`src/dwit_pkg.sv`:
```
// dwit_pkg: item types and operation codes for the display window table
// no dependencies; imported by every module of the block

package dwit_pkg;

  localparam int START_W     = 3;
  localparam int SPAN_W      = 4;
  localparam int SUM_W       = 5;  // holds start + span without overflow
  localparam int MAP_W       = 8;
  localparam int COUNT_OUT_W = 3;

  localparam logic [1:0] MODE_INSERT = 2'd0;
  localparam logic [1:0] MODE_CLEAR  = 2'd1;
  localparam logic [1:0] MODE_REMOVE = 2'd2;

  typedef struct packed {
    logic [1:0]         mode;
    logic [START_W-1:0] start_digit;
    logic [SPAN_W-1:0]  span;
  } dwit_in_t;

  typedef struct packed {
    logic                   accepted;
    logic [COUNT_OUT_W-1:0] window_count;
    logic [MAP_W-1:0]       start_map;
    logic [MAP_W-1:0]       cover_map;
  } dwit_out_t;

  // status of one table operation, handed from the table to the top level
  typedef struct packed {
    logic                   accepted;
    logic [COUNT_OUT_W-1:0] window_count;
  } dwit_stat_t;

endpackage

```
`src/dwit_table.sv`:
```
// dwit_table: sorted window slots with insert, clear and remove operations
// depends on dwit_pkg; exposes the next table contents for the summary logic

module dwit_table
  import dwit_pkg::*;
#(
  parameter int SLOTS  = 4,
  parameter int DIGITS = 8
) (
  input  logic               clk_i,
  input  logic               rst_ni,
  input  logic               en_i,
  input  dwit_in_t           op_i,
  output logic [START_W-1:0] start_d_o [SLOTS],
  output logic [SPAN_W-1:0]  span_d_o  [SLOTS],
  output logic [SLOTS-1:0]   valid_d_o,
  output dwit_stat_t         stat_o
);

  localparam int CW = $clog2(SLOTS + 1);

  logic [START_W-1:0] start_q [SLOTS];
  logic [SPAN_W-1:0]  span_q  [SLOTS];
  logic [SLOTS-1:0]   valid_q;
  logic [CW-1:0]      count_q;

  logic [START_W-1:0] start_d [SLOTS];
  logic [SPAN_W-1:0]  span_d  [SLOTS];
  logic [SLOTS-1:0]   valid_d;
  logic [CW-1:0]      count_d;

  logic [CW-1:0]    pos;
  logic             hit;
  logic             overlap;
  logic             ins_ok;
  logic             ok;
  logic [SUM_W-1:0] s_ext;
  logic [SUM_W-1:0] s_end;

  assign s_ext = SUM_W'(op_i.start_digit);
  assign s_end = s_ext + SUM_W'(op_i.span);

  always_comb begin
    pos     = '0;
    hit     = 1'b0;
    overlap = 1'b0;
    // slots are sorted, so the insert place and the remove index are both
    // the number of active windows starting below the requested digit
    for (int i = 0; i < SLOTS; i++) begin
      if (valid_q[i]) begin
        if (start_q[i] < op_i.start_digit) begin
          pos = pos + 1'b1;
        end
        if (start_q[i] == op_i.start_digit) begin
          hit = 1'b1;
        end
        if ((s_ext < SUM_W'(start_q[i]) + SUM_W'(span_q[i])) &&
            (SUM_W'(start_q[i]) < s_end)) begin
          overlap = 1'b1;
        end
      end
    end
    ins_ok = (count_q != CW'(SLOTS)) && (op_i.span != '0) &&
             (s_ext < SUM_W'(DIGITS)) && (s_end <= SUM_W'(DIGITS)) && !overlap;
  end

  always_comb begin
    start_d = start_q;
    span_d  = span_q;
    valid_d = valid_q;
    count_d = count_q;
    ok      = 1'b0;
    case (op_i.mode)
      MODE_INSERT: begin
        if (ins_ok) begin
          ok      = 1'b1;
          count_d = count_q + 1'b1;
          for (int i = 0; i < SLOTS; i++) begin
            if (CW'(i) == pos) begin
              start_d[i] = op_i.start_digit;
              span_d[i]  = op_i.span;
              valid_d[i] = 1'b1;
            end else if (CW'(i) > pos) begin
              if (i > 0) begin
                start_d[i] = start_q[i-1];
                span_d[i]  = span_q[i-1];
                valid_d[i] = valid_q[i-1];
              end
            end
          end
        end
      end
      MODE_CLEAR: begin
        ok      = 1'b1;
        count_d = '0;
        valid_d = '0;
        for (int i = 0; i < SLOTS; i++) begin
          start_d[i] = '0;
          span_d[i]  = '0;
        end
      end
      MODE_REMOVE: begin
        if (hit) begin
          ok      = 1'b1;
          count_d = count_q - 1'b1;
          for (int i = 0; i < SLOTS; i++) begin
            if (CW'(i) >= pos) begin
              if (i + 1 < SLOTS) begin
                start_d[i] = start_q[i+1];
                span_d[i]  = span_q[i+1];
                valid_d[i] = valid_q[i+1];
              end else begin
                start_d[i] = '0;
                span_d[i]  = '0;
                valid_d[i] = 1'b0;
              end
            end
          end
        end
      end
      default: begin
        ok = 1'b0;
      end
    endcase
  end

  always_ff @(posedge clk_i or negedge rst_ni) begin
    if (!rst_ni) begin
      valid_q <= '0;
      count_q <= '0;
      for (int i = 0; i < SLOTS; i++) begin
        start_q[i] <= '0;
        span_q[i]  <= '0;
      end
    end else if (en_i) begin
      valid_q <= valid_d;
      count_q <= count_d;
      start_q <= start_d;
      span_q  <= span_d;
    end
  end

  assign start_d_o           = start_d;
  assign span_d_o            = span_d;
  assign valid_d_o           = valid_d;
  assign stat_o.accepted     = ok;
  assign stat_o.window_count = COUNT_OUT_W'(count_d);

endmodule

```
`src/dwit_maps.sv`:
```
// dwit_maps: start and coverage bitmaps of the active windows
// depends on dwit_pkg; fed by the next table contents from dwit_table

module dwit_maps
  import dwit_pkg::*;
#(
  parameter int SLOTS = 4
) (
  input  logic [START_W-1:0] start_i [SLOTS],
  input  logic [SPAN_W-1:0]  span_i  [SLOTS],
  input  logic [SLOTS-1:0]   valid_i,
  output logic [MAP_W-1:0]   start_map_o,
  output logic [MAP_W-1:0]   cover_map_o
);

  always_comb begin
    start_map_o = '0;
    cover_map_o = '0;
    for (int i = 0; i < SLOTS; i++) begin
      if (valid_i[i]) begin
        start_map_o[start_i[i]] = 1'b1;
        for (int d = 0; d < MAP_W; d++) begin
          // digits past the map width are simply not shown
          if ((SUM_W'(d) >= SUM_W'(start_i[i])) &&
              (SUM_W'(d) < SUM_W'(start_i[i]) + SUM_W'(span_i[i]))) begin
            cover_map_o[d] = 1'b1;
          end
        end
      end
    end
  end

endmodule

```
`src/display_window_interval_table.sv`:
```
// Window table for a multi-digit display: keeps up to SLOTS non-overlapping
// digit windows sorted by start and answers each insert, clear or remove item
// with acceptance, the window count and start and coverage bitmaps. An item
// enters an input register; when the result register is empty or being drained,
// the table update and the bitmap summary are done from it and land in the result
// register, and one item is taken every cycle while the result is not stalled.
// A held result stalls the input only once the input register is also full.
// depends on dwit_pkg, dwit_table and dwit_maps

module display_window_interval_table
  import dwit_pkg::*;
#(
  parameter int SLOTS  = 4,
  parameter int DIGITS = 8
) (
  input  logic      clk_i,
  input  logic      rst_ni,
  input  logic      in_valid_i,
  output logic      in_stall_o,
  input  dwit_in_t  in_data_i,
  output logic      out_valid_o,
  input  logic      out_stall_i,
  output dwit_out_t out_data_o
);

  logic      in_full_q;
  dwit_in_t  in_q;
  logic      out_valid_q;
  dwit_out_t out_q;

  logic      in_take;
  logic      advance;

  logic [START_W-1:0] start_d [SLOTS];
  logic [SPAN_W-1:0]  span_d  [SLOTS];
  logic [SLOTS-1:0]   valid_d;
  dwit_stat_t         stat;
  logic [MAP_W-1:0]   start_map;
  logic [MAP_W-1:0]   cover_map;

  // held item moves on when the result register is empty or being drained
  assign advance    = in_full_q && (!out_valid_q || !out_stall_i);
  assign in_stall_o = in_full_q && !advance;
  assign in_take    = in_valid_i && !in_stall_o;

  dwit_table #(
    .SLOTS  (SLOTS),
    .DIGITS (DIGITS)
  ) u_table (
    .clk_i     (clk_i),
    .rst_ni    (rst_ni),
    .en_i      (advance),
    .op_i      (in_q),
    .start_d_o (start_d),
    .span_d_o  (span_d),
    .valid_d_o (valid_d),
    .stat_o    (stat)
  );

  dwit_maps #(
    .SLOTS (SLOTS)
  ) u_maps (
    .start_i     (start_d),
    .span_i      (span_d),
    .valid_i     (valid_d),
    .start_map_o (start_map),
    .cover_map_o (cover_map)
  );

  always_ff @(posedge clk_i or negedge rst_ni) begin
    if (!rst_ni) begin
      in_full_q <= 1'b0;
    end else if (in_take) begin
      in_full_q <= 1'b1;
    end else if (advance) begin
      in_full_q <= 1'b0;
    end
  end

  always_ff @(posedge clk_i) begin
    if (in_take) begin
      in_q <= in_data_i;
    end
  end

  always_ff @(posedge clk_i or negedge rst_ni) begin
    if (!rst_ni) begin
      out_valid_q <= 1'b0;
    end else if (advance) begin
      out_valid_q <= 1'b1;
    end else if (!out_stall_i) begin
      out_valid_q <= 1'b0;
    end
  end

  always_ff @(posedge clk_i) begin
    if (advance) begin
      out_q.accepted     <= stat.accepted;
      out_q.window_count <= stat.window_count;
      out_q.start_map    <= start_map;
      out_q.cover_map    <= cover_map;
    end
  end

  assign out_valid_o = out_valid_q;
  assign out_data_o  = out_q;

endmodule

```
`config.mk`:
```
export PLATFORM = sky130hd
export DESIGN_NAME = display_window_interval_table
export DESIGN_NICKNAME = d
export VERILOG_FILES = /design/src/dwit_pkg.sv /design/src/dwit_table.sv /design/src/dwit_maps.sv /design/src/display_window_interval_table.sv
export SDC_FILE = /design/constraint.sdc
export NUM_CORES = 1
export LEC_CHECK = 0
export BUFFER_PORTS_ARGS = -buffer_cell sky130_fd_sc_hd__buf_2
export CELL_PAD_IN_SITES_DETAIL_PLACEMENT = 0
export CELL_PAD_IN_SITES_GLOBAL_PLACEMENT = 1
export CORE_UTILIZATION = 45
export CTS_BUF_LIST = sky130_fd_sc_hd__clkbuf_4
export DETAILED_ROUTE_END_ITERATION = 8
export GPL_TIMING_DRIVEN = 0
export PLACE_DENSITY_LB_ADDON = 0.08
export SLEW_MARGIN = 20
export SYNTH_ARGS = -nofsm -noshare
export SYNTH_HDL_FRONTEND = slang
export SYNTH_SLANG_ARGS = --single-unit
```
`constraint.sdc`:
```
create_clock -name clk_i -period 6.6 [get_ports clk_i]
set_clock_uncertainty 0.15 [all_clocks]
set_input_delay 0 -clock clk_i [delete_from_list [all_inputs] [get_ports clk_i]]
set_output_delay 0 -clock clk_i [all_outputs]
set_load 0.1 [all_outputs]
```
==> results.cfg <==
[pwr]
peakVddDrop_uv = 230.1
powerDensity_mw_per_mm2 = 486.9
p_total_w = 0.003894
leakage_nw = 3.480

[critical_path]
crit_buf_inv = 3
critPathArrivalTime_ns = 6.66
crit_top_cell = ha_4
cpPeakStageDelay_ns = 0.53
worstPathRequired_ns = 6.64
crit_fanout = 4
path_delay_family = simple AND/OR/NAND/NOR gates
start_kind = flip-flop
cp_slowest_cell = or4b_4
crit_type = flip-flop to flip-flop
worst-r2r-setup-slack_ns = -0.01
end_kind = flip-flop

[sta]
relSlewSlack = 0.2781
slew_violations = 0
fin_crit_sh = 1.002
max_slew.worst_pin.slew_ns = 1.079
hold_viol = 0
setup_viol = 1
rsz0062_at_grt = yes
setup_ws_ns = -0.01313
fmax_mhz = 151.2
whs_ns = 0.04195
min_period_ns = 6.613

[global_routing]
grt_max_degree = 38
grt_overflow_total = 0
grt_use_total = 0.3394
antenna_found_initial = 0
grt_pass1_wl_um = 37760
grt_pass1_vias = 6555

[placed_design]
pre_cts_ws_ns = -1.481
dp.final_hpwl_um = 17830
io_buffers = 34
place.gp.congestion = 0.9316
dp.cells = 1004

[drt]
wl_met1_um = 11000
drt-total-wl_um = 24840
vias_per_cell = 6.367
antenna_left = 0
routed.top_layer = met4
vias = 6844
wl_per_cell_um = 23.11
route.met2.wl_um = 11010
wl_met3_um = 2214
drtPass1Iterations = 5
drt_iter0_drc = 598
drc = 0

[layout]
finalNonFillerCells = 1075
syn_to_final_growth_pct = 19.70
fillers = 1320
layout-drive-gt1-share = 0.2043
antenna_cells = 0
fin_nets = 964

[synth]
ys_seq_area_frac = 0.2690
async_flop_share = 0.5606
syn_nets = 864
synth_warnings = 0
yosys.area.top_type_share = 0.1386
synth_ff_type = dfrtp_1
synth_top_area_cell = dfrtp_1
syn_area_per_cell_sq_um = 8.499
ys_ff_latch = 66
syn_area_sq_mm = 0.006680
synth.distinct_cells = 93
synthCells = 786
synth_enable_flop_cells = 29
synth_area_leaders = dfrtp_1, edfxtp_1, ha_1

[run_status]
violations = setup timing
status = complete, but fails checks

[floorplan]
pin_count = 35
die-area_sq_mm = 0.01534
rows = 44
die_w_um = 123.8
core_sq_mm = 0.01453
start_util = 0.4596
die_y_um = 123.8

[cts]
cts_max_level = 3
cts_buffers = 9
clockRootBuffer = clkbuf_4
path_clk_slew_ns = 0.14
clkLatencyLatePin_ns = 0.46
clock_sinks = 66
cts_tree = done
clock_path_buffers = 2

[job]
max_cap_viol_count = 0

[hold_path]
hp-class = input port to asynchronous set/reset pin
==> cell usage after synthesis (9+ instances only) <==
library cell	number
nand2_1	139
nor2_1	61
ha_1	56
a21oi_1	38
o21ai_0	38
dfrtp_1	37
mux2i_1	35
inv_1	34
edfxtp_1	29
nand3_1	23
nand2b_1	17
clkbuf_1	15
o22ai_1	15
a31oi_1	12
a211oi_1	11
fa_1	9
nor3_1	9
==> cells in the final DEF, fill, tap and decap left out, types with 5 or more instances in the layout <==
master | netlist | final
o41ai_1 | 6 | 5
clkbuf_1 | 15 | 13
mux2_2 | 8 | 8
a2bb2oi_1 | 7 | 6
buf_2 | 6 | 39
nand4_1 | 8 | 8
o21ai_0 | 38 | 37
ha_1 | 56 | 49
o31ai_1 | 6 | 6
nand3_1 | 23 | 23
clkbuf_4 | 0 | 9
xor2_1 | 7 | 5
nand2b_1 | 17 | 17
a311oi_1 | 5 | 5
a21oi_1 | 38 | 36
mux2i_1 | 35 | 34
a21o_1 | 8 | 8
ha_4 | 0 | 5
a22oi_1 | 7 | 7
and2_1 | 7 | 7
buf_4 | 1 | 42
dlygate4sd3_1 | 0 | 13
o21a_1 | 6 | 5
fa_1 | 9 | 7
o22ai_1 | 15 | 11
nor2b_1 | 6 | 5
nand2_1 | 139 | 136
edfxtp_1 | 29 | 29
o211ai_1 | 5 | 5
a31oi_1 | 12 | 11
dfrtp_1 | 37 | 35
nand3b_1 | 6 | 6
xnor2_1 | 6 | 6
inv_1 | 34 | 29
or4_1 | 5 | 5
nor2_1 | 61 | 61
a211oi_1 | 11 | 9
o21ai_1 | 5 | 5
nor3_1 | 9 | 9
==> state kept, by name (all words and copies together), names as in the netlist <==
register	count
in_full_q	1
out_data_o	20
u_table.valid_q	4
u_table.count_q	3
u_table.start_q	12
out_valid_o	1
in_q	9
u_table.span_q	16
==> repair_timing <==
action / in CTS / in global routing
endpoints found under the hold margin: 57 / 0
pin swaps: 18 / 11
resized for setup: 32 / 22
hold buffers: 13 / 0
gates cloned: 2 / 0
setup endpoints to repair: 11 / 8
setup buffers: 35 / 7
==> where the power goes <==
group          total (W)  switching [W]  internal (W)
registers       0.000813       0.000244      0.000570
logic            0.00274        0.00170       0.00104
clock network   0.000338       0.000182      0.000156
==> metal layers <==
metal | track usage | vias to the layer above
met3 | 0.07326 | 45
met5 | 0 | -
li1 | - | 3127
met1 | 0.4775 | 3345
met4 | 0.1182 | 0
met2 | 0.5097 | 327
==> worst paths after layout <==
path,start,to,cells after the start
worst max-delay path,in_q[5]$_DFFE_PP_,out_data_o[0]$_DFFE_PP_,27
worst max register to register,in_q[5]$_DFFE_PP_,out_data_o[0]$_DFFE_PP_,27
min in group clk_i,in_data_i[0],in_q[0]$_DFFE_PP_,2
worst min-delay path,rst_ni,u_table.span_q[1]$_DFFE_PN0P_,2
max in group asynchronous,rst_ni,u_table.start_q[10]$_DFFE_PN0P_,2
worst min register to register,in_full_q$_DFFE_PN0P_,out_valid_o$_DFFE_PN0P_,1
==> stage by stage <==
stage / util / setup TNS, ns / cell area [sq um]
6_report: 0.5502 / -0.01313 / 7996
5_1_grt: 0.5502 / -0.5323 / 7996
4_1_cts: 0.5398 / -0.02137 / 7845
3_5_place_dp: 0.4899 / -11.09 / 7121
3_3_place_gp: 0.4898 / -11.03 / 7119
2_1_floorplan: - / -0.03277 / 6719
==> area by class of cell <==
cell class / count / area, sq um / area share
multi-input combinational: 658 / 4910 / 0.6140
inverter: 38 / 147.6 / 0.01846
sequential: 66 / 1799 / 0.2250
tap: 184 / 230.2 / 0.02879
clock inverter: 7 / 97.59 / 0.01220
timing repair buffer: 90 / 630.6 / 0.07886
buffer: 23 / 113.9 / 0.01424
clock buffer: 9 / 67.56 / 0.008449
==> kinds of logic after synthesis <==
| family | count (synthesis) | share of synthesized area |
|---|---|---|
| muxes | 44 | 0.06762 |
| xor gates and xnor gates | 17 | 0.02866 |
| DFF | 66 | 0.2690 |
| and+or+nand+nor | 309 | 0.2197 |
| adders and majority gates | 67 | 0.1349 |
| buffers and inverters | 62 | 0.03783 |
| AOI/OAI and AO/OA | 221 | 0.2424 |
(Power assumes the default switching activity.)
